`config.mk`:
```
export PLATFORM = sky130hd
export DESIGN_NAME = extended_gcd_top
export DESIGN_NICKNAME = d
export VERILOG_FILES = /design/src/sv/egcd_pkg.sv /design/src/sv/extended_gcd_top.sv
export SDC_FILE = /design/constraint.sdc
export NUM_CORES = 1
export LEC_CHECK = 0
export ABC_AREA = 1
export BUFFER_PORTS_ARGS = -buffer_cell sky130_fd_sc_hd__buf_2
export CAP_MARGIN = 10
export CORE_ASPECT_RATIO = 1.75
export CORE_MARGIN = 4
export CORE_UTILIZATION = 50
export CTS_BUF_LIST = sky130_fd_sc_hd__clkbuf_4
export DETAILED_ROUTE_END_ITERATION = 8
export PLACE_DENSITY = 0.76
export SYNTH_ARGS = -nofsm -noshare
export SYNTH_HDL_FRONTEND = slang
export SYNTH_SLANG_ARGS = --single-unit
```
`constraint.sdc`:
```
create_clock -name clk_i -period 10.4 [get_ports clk_i]
set_clock_uncertainty 0.15 [all_clocks]
set_input_delay 1.04 -clock clk_i [delete_from_list [all_inputs] [get_ports clk_i]]
set_output_delay 1.04 -clock clk_i [all_outputs]
set_load 0.05 [all_outputs]
```
`src/sv/egcd_pkg.sv`:
```
// Shared constants for the extended gcd block.
package egcd_pkg;

  localparam int unsigned DATA_WIDTH  = 32;
  localparam int unsigned OPND_W      = DATA_WIDTH - 1;
  localparam int unsigned COEF_W      = DATA_WIDTH;
  localparam int unsigned IN_TDATA_W  = ((2 * OPND_W + 7) / 8) * 8;
  localparam int unsigned OUT_TDATA_W = ((OPND_W + 2 * COEF_W + 7) / 8) * 8;
  localparam int unsigned CNT_W       = $clog2(OPND_W);

  typedef logic [OPND_W-1:0] opnd_t;
  typedef logic [COEF_W-1:0] coef_t;

endpackage

```
`src/sv/extended_gcd_top.sv`:
```
// Extended gcd: gcd(a,b) with Bezout coefficients u, v such that a*u + b*v = gcd.
//
// Input channel s_axis: one beat carries operand_a and operand_b. The block takes a
// beat only while it holds no item in work, so one item is in flight at a time.
// Output channel m_axis: one beat per input beat, carrying gcd_value, coeff_u and
// coeff_v (two's complement).
// Each remainder step has a check state, then a one-bit-per-cycle restoring
// divider over the OPND_W dividend bits, folding each quotient bit into both
// coefficient products on the same pass, then an update state. A remainder
// sequence takes at most 45 steps for 31-bit operands.
// The result sits in an output register; s_axis_tready_o rises again as soon as
// the result is loaded, so the next item is taken while the receiver stalls.
// A finished result waits in its final state only if the output register is
// still full. Reset clears the sequencer and the output valid; no result is lost
// to a stall and none is repeated.
module extended_gcd_top (
  input  logic                               clk_i,
  input  logic                               rst_ni,
  input  logic                               s_axis_tvalid_i,
  output logic                               s_axis_tready_o,
  // [30:0] operand_a, [61:31] operand_b, upper bits zero
  input  logic [egcd_pkg::IN_TDATA_W-1:0]    s_axis_tdata_i,
  output logic                               m_axis_tvalid_o,
  input  logic                               m_axis_tready_i,
  // [30:0] gcd_value, [62:31] coeff_u, [94:63] coeff_v, upper bits zero
  output logic [egcd_pkg::OUT_TDATA_W-1:0]   m_axis_tdata_o
);

  localparam logic [2:0] ST_IDLE  = 3'd0;
  localparam logic [2:0] ST_CHECK = 3'd1;
  localparam logic [2:0] ST_DIV   = 3'd2;
  localparam logic [2:0] ST_UPD   = 3'd3;
  localparam logic [2:0] ST_FIN   = 3'd4;

  localparam logic [egcd_pkg::CNT_W-1:0] CNT_LAST = egcd_pkg::CNT_W'(egcd_pkg::OPND_W - 1);
  localparam int unsigned PAD_W = egcd_pkg::OUT_TDATA_W - egcd_pkg::OPND_W
                                  - 2 * egcd_pkg::COEF_W;

  logic [2:0]                 state_q, state_d;
  egcd_pkg::opnd_t            rp_q, rp_d, rc_q, rc_d, rem_q, rem_d, dvd_q, dvd_d;
  egcd_pkg::coef_t            up_q, up_d, uc_q, uc_d, vp_q, vp_d, vc_q, vc_d;
  egcd_pkg::coef_t            qu_q, qu_d, qv_q, qv_d;
  logic [egcd_pkg::CNT_W-1:0] cnt_q, cnt_d;

  logic                       out_valid_q, out_valid_d;
  egcd_pkg::opnd_t            out_g_q, out_g_d;
  egcd_pkg::coef_t            out_u_q, out_u_d, out_v_q, out_v_d;

  logic [egcd_pkg::OPND_W:0]  rem2, diff;
  logic                       ge;
  logic                       s_beat, load_out;

  assign s_axis_tready_o = (state_q == ST_IDLE);
  assign s_beat          = s_axis_tvalid_i && s_axis_tready_o;
  assign load_out        = (state_q == ST_FIN) && (!out_valid_q || m_axis_tready_i);

  // restoring divider bit: shift in next dividend bit, subtract if it fits
  assign rem2 = {rem_q, dvd_q[egcd_pkg::OPND_W-1]};
  assign diff = rem2 - {1'b0, rc_q};
  assign ge   = (rem2 >= {1'b0, rc_q});

  always_comb begin
    state_d = state_q;
    rp_d    = rp_q;
    rc_d    = rc_q;
    rem_d   = rem_q;
    dvd_d   = dvd_q;
    up_d    = up_q;
    uc_d    = uc_q;
    vp_d    = vp_q;
    vc_d    = vc_q;
    qu_d    = qu_q;
    qv_d    = qv_q;
    cnt_d   = cnt_q;
    case (state_q)
      ST_IDLE: begin
        if (s_beat) begin
          rp_d    = s_axis_tdata_i[egcd_pkg::OPND_W-1:0];
          rc_d    = s_axis_tdata_i[2*egcd_pkg::OPND_W-1:egcd_pkg::OPND_W];
          up_d    = egcd_pkg::COEF_W'(1);
          uc_d    = '0;
          vp_d    = '0;
          vc_d    = egcd_pkg::COEF_W'(1);
          state_d = ST_CHECK;
        end
      end
      ST_CHECK: begin
        if (rc_q == '0) begin
          state_d = ST_FIN;
        end else begin
          rem_d   = '0;
          dvd_d   = rp_q;
          qu_d    = '0;
          qv_d    = '0;
          cnt_d   = '0;
          state_d = ST_DIV;
        end
      end
      ST_DIV: begin
        rem_d = ge ? diff[egcd_pkg::OPND_W-1:0] : rem2[egcd_pkg::OPND_W-1:0];
        dvd_d = {dvd_q[egcd_pkg::OPND_W-2:0], 1'b0};
        // Horner accumulation of q*u and q*v, MSB-first quotient bits
        qu_d  = {qu_q[egcd_pkg::COEF_W-2:0], 1'b0} + (ge ? uc_q : '0);
        qv_d  = {qv_q[egcd_pkg::COEF_W-2:0], 1'b0} + (ge ? vc_q : '0);
        cnt_d = cnt_q + 1'b1;
        if (cnt_q == CNT_LAST) begin
          state_d = ST_UPD;
        end
      end
      ST_UPD: begin
        up_d    = uc_q;
        uc_d    = up_q - qu_q;
        vp_d    = vc_q;
        vc_d    = vp_q - qv_q;
        rp_d    = rc_q;
        rc_d    = rem_q;
        state_d = ST_CHECK;
      end
      ST_FIN: begin
        if (load_out) begin
          state_d = ST_IDLE;
        end
      end
      default: begin
        state_d = ST_IDLE;
      end
    endcase
  end

  always_comb begin
    out_valid_d = out_valid_q;
    out_g_d     = out_g_q;
    out_u_d     = out_u_q;
    out_v_d     = out_v_q;
    if (load_out) begin
      out_valid_d = 1'b1;
      out_g_d     = rp_q;
      out_u_d     = up_q;
      out_v_d     = vp_q;
    end else if (out_valid_q && m_axis_tready_i) begin
      out_valid_d = 1'b0;
    end
  end

  always_ff @(posedge clk_i or negedge rst_ni) begin
    if (!rst_ni) begin
      state_q     <= ST_IDLE;
      out_valid_q <= 1'b0;
      cnt_q       <= '0;
    end else begin
      state_q     <= state_d;
      out_valid_q <= out_valid_d;
      cnt_q       <= cnt_d;
    end
  end

  always_ff @(posedge clk_i) begin
    rp_q    <= rp_d;
    rc_q    <= rc_d;
    rem_q   <= rem_d;
    dvd_q   <= dvd_d;
    up_q    <= up_d;
    uc_q    <= uc_d;
    vp_q    <= vp_d;
    vc_q    <= vc_d;
    qu_q    <= qu_d;
    qv_q    <= qv_d;
    out_g_q <= out_g_d;
    out_u_q <= out_u_d;
    out_v_q <= out_v_d;
  end

  assign m_axis_tvalid_o = out_valid_q;
  assign m_axis_tdata_o  = {{PAD_W{1'b0}}, out_v_q, out_u_q, out_g_q};

endmodule

```
==> results.json <==
{
  "status": "finished clean",
  "layout.cells.most_common": "nand2_1",
  "netlist_area_sq_um": 24800,
  "syn_avg_cell_area_sq_um": 8.61,
  "period_share": 0.548,
  "die_width_um": 176,
  "max_cap_viol_count": 0,
  "worstPathRequired_ns": 10.79,
  "r2r-start": "rc_q[0]",
  "hold_slack_ns": 0.304,
  "drt_iter0_drc": 1507,
  "grt_max_degree": 83,
  "path_class": "register to register",
  "ant_nets": 0,
  "clk_pin_slew_ns": 0.08,
  "fin_nets": 3328,
  "routed_via_density": 5.48,
  "coreArea_sq_um": 48900,
  "track_usage": 0.263,
  "startpoint_type": "register",
  "dr.pass1.iters": 5,
  "route.met2.wl_um": 36200,
  "met1Wirelength_um": 26400,
  "place_congestion": 0.979,
  "synth_flop_cell": "edfxtp_1",
  "htreeDepth": 3,
  "cts_hold_buffers": 1,
  "io_pins": 166,
  "syn_to_final_growth_pct": 11.5,
  "clockRootBuffer": "clkbuf_4",
  "final_cell_mix": "nand2_1, edfxtp_1, nor2_1",
  "cts_resized": 0,
  "clockBufferDepth": 3,
  "async_flop_share": 0.0214,
  "synth.distinct_cells": 48,
  "slew_headroom": 0.250,
  "cts_sinks": 420,
  "rsz0062_at_grt": "no",
  "synth_top_area_frac": 0.497,
  "timing.setup.tns_ns": 0,
  "fmax_mhz": 175,
  "io_buffers": 162,
  "ys_ff_latch": 420,
  "ys_seq_area_frac": 0.506,
  "hold_viol": 0,
  "row_count": 107,
  "nFillCells": 4522,
  "drc": 0,
  "tritoncts": "done",
  "tightest_slew_ns": 1.13,
  "crit_path_end_kind": "register",
  "drive_above_1_share": 0.114,
  "yosysWarnings": 0,
  "clk_latency_ns": 0.83,
  "syn_nets": 3110,
  "cts_buffers": 98,
  "critPathArrivalTime_ns": 6.10,
  "setup_viol": 0,
  "min_period_ns": 5.70,
  "seqCellArea_sq_um": 12600,
  "drt-total-wl_um": 70500,
  "synth_area_leaders": "edfxtp_1, nand2_1, ha_1",
  "synth_area_leader_cell": "edfxtp_1",
  "postPlaceCellArea_sq_um": 26300,
  "post-dp-hpwl_um": 53500,
  "post-cts-setup-buffers": 0,
  "grt_first_pass_wirelength_um": 111000,
  "antenna_found_initial": 2,
  "multiInputGateArea_sq_um": 10700,
  "dieHeight_um": 303,
  "final-max-slew-violation-count": 0,
  "start_util": 0.508,
  "grt-ovfl-total": 0,
  "crit_path_start": "rc_q[0]",
  "wl_per_cell_um": 18.4,
  "first_global_vias": 21500,
  "vias": 21100,
  "highest_layer": "met4",
  "synth_edf_count": 411,
  "holdCritPathClass": "register to register",
  "fin_area_sq_um": 27700,
  "die_area_sq_um": 53400,
  "synth_cells": 2882,
  "hp-start": "rp_q[16]",
  "cp_max_fo": 66,
  "wl_met3_um": 3290
}
==> sequential cells by signal (all words and copies together), names as in the netlist <==
| register | count |
|---|---|
| out_v_q | 32 |
| qv_q | 32 |
| vc_q | 32 |
| rem_q | 31 |
| out_g_q | 31 |
| rc_q | 31 |
| state_q | 3 |
| vp_q | 32 |
| dvd_q | 31 |
| up_q | 32 |
| m_axis_tvalid_o | 1 |
| rp_q | 31 |
| qu_q | 32 |
| cnt_q | 5 |
| out_u_q | 32 |
| uc_q | 32 |
==> stage by stage <==
stage | util | instances | setup WS, ns
after global routing | 0.566 | 3841 | 4.33
after CTS | 0.566 | 3838 | 4.71
after detailed placement | 0.538 | 3653 | 4.78
after global placement | 0.538 | 3653 | 4.88
final | 0.566 | 3841 | 4.70
after floorplan | - | 2882 | 3.25
==> per-layer routing <==
| layer | track usage | vias up |
|---|---|---|
| met3 | 0.0354 | 255 |
| met2 | 0.476 | 750 |
| li1 | - | 10300 |
| met4 | 0.167 | 0 |
| met1 | 0.290 | 9758 |
| met5 | 0 | - |
==> worst max-delay path, stage by stage, from the launching register on <==
cell and delay, ns:
edfxtp_1 0.45, ha_1 0.29, fa_1 0.43, inv_1 0.08, nand2_1 0.05, nand2_1 0.08, nand3_1 0.08, nand2_2 0.14
nand2_2 0.07, nand3_2 0.09, nand2_2 0.07, nand2_4 0.55, inv_2 0.35, buf_4 0.36, nor2_1 0.16, ha_1 0.20
fa_1 0.20, nand2_1 0.08, nand2_1 0.07, o21ai_0 0.21, o21ai_2 0.26, inv_1 0.08, o21bai_1 0.40, nand3_1 0.12
nand3_1 0.17, nand2_1 0.07, nand2_1 0.06, nor2_1 0.05
==> kinds of logic after synthesis <==
group	Yosys count	share of synthesized area
other cells	1	0.000151
compound gates	645	0.140
xor+xnor	24	0.00847
buf+inv	417	0.0654
flops	420	0.506
mux	1	0.000403
fa+ha+maj	160	0.0822
simple gates	1214	0.197
==> final cells by class <==
type / count / share of cell area
Sequential cell: 420 / 0.454
Multi-Input combinational cell: 2045 / 0.386
Inverter: 359 / 0.0488
Clock buffer: 128 / 0.0347
Timing Repair Buffer: 176 / 0.0332
Tap cell: 654 / 0.0296
Clock inverter: 56 / 0.0136
Antenna cell: 3 / 0.000271
==> worst paths after layout <==
kind,endpoint,slack [ns],depth (start not counted)
hold / removal,out_g_q[16],0.30,0
min in group asynchronous,m_axis_tvalid_o,0.50,2
hold reg to reg,out_g_q[16],0.30,0
setup reg to reg,qu_q[19],4.70,27
max in group asynchronous,cnt_q[1],9.40,2
setup / recovery,qu_q[19],4.70,27
==> cells in the mapped netlist (3+ instances only) <==
master	instances
fa_1	5
o21bai_1	22
o211ai_1	5
ha_1	155
buf_2	18
o21ai_2	6
a21oi_1	291
nor2_2	3
nand2_1	645
o21a_1	17
a31oi_1	14
dfrtp_1	9
nand4_1	9
nand3_1	93
inv_2	6
xnor2_1	15
nand3b_1	5
nor3_2	3
nand2_2	6
nor4_1	21
o21ai_0	215
nor2_1	386
buf_6	4
clkbuf_1	32
xor2_1	9
nor3b_1	4
inv_1	353
a21oi_2	3
a21o_1	17
edfxtp_1	411
o21ai_1	37
nor3_1	32
a21boi_0	10
Power is left out: the tool's default activity adds up to more than one toggle a clock period on the data nets, which glitch-free logic cannot reach.
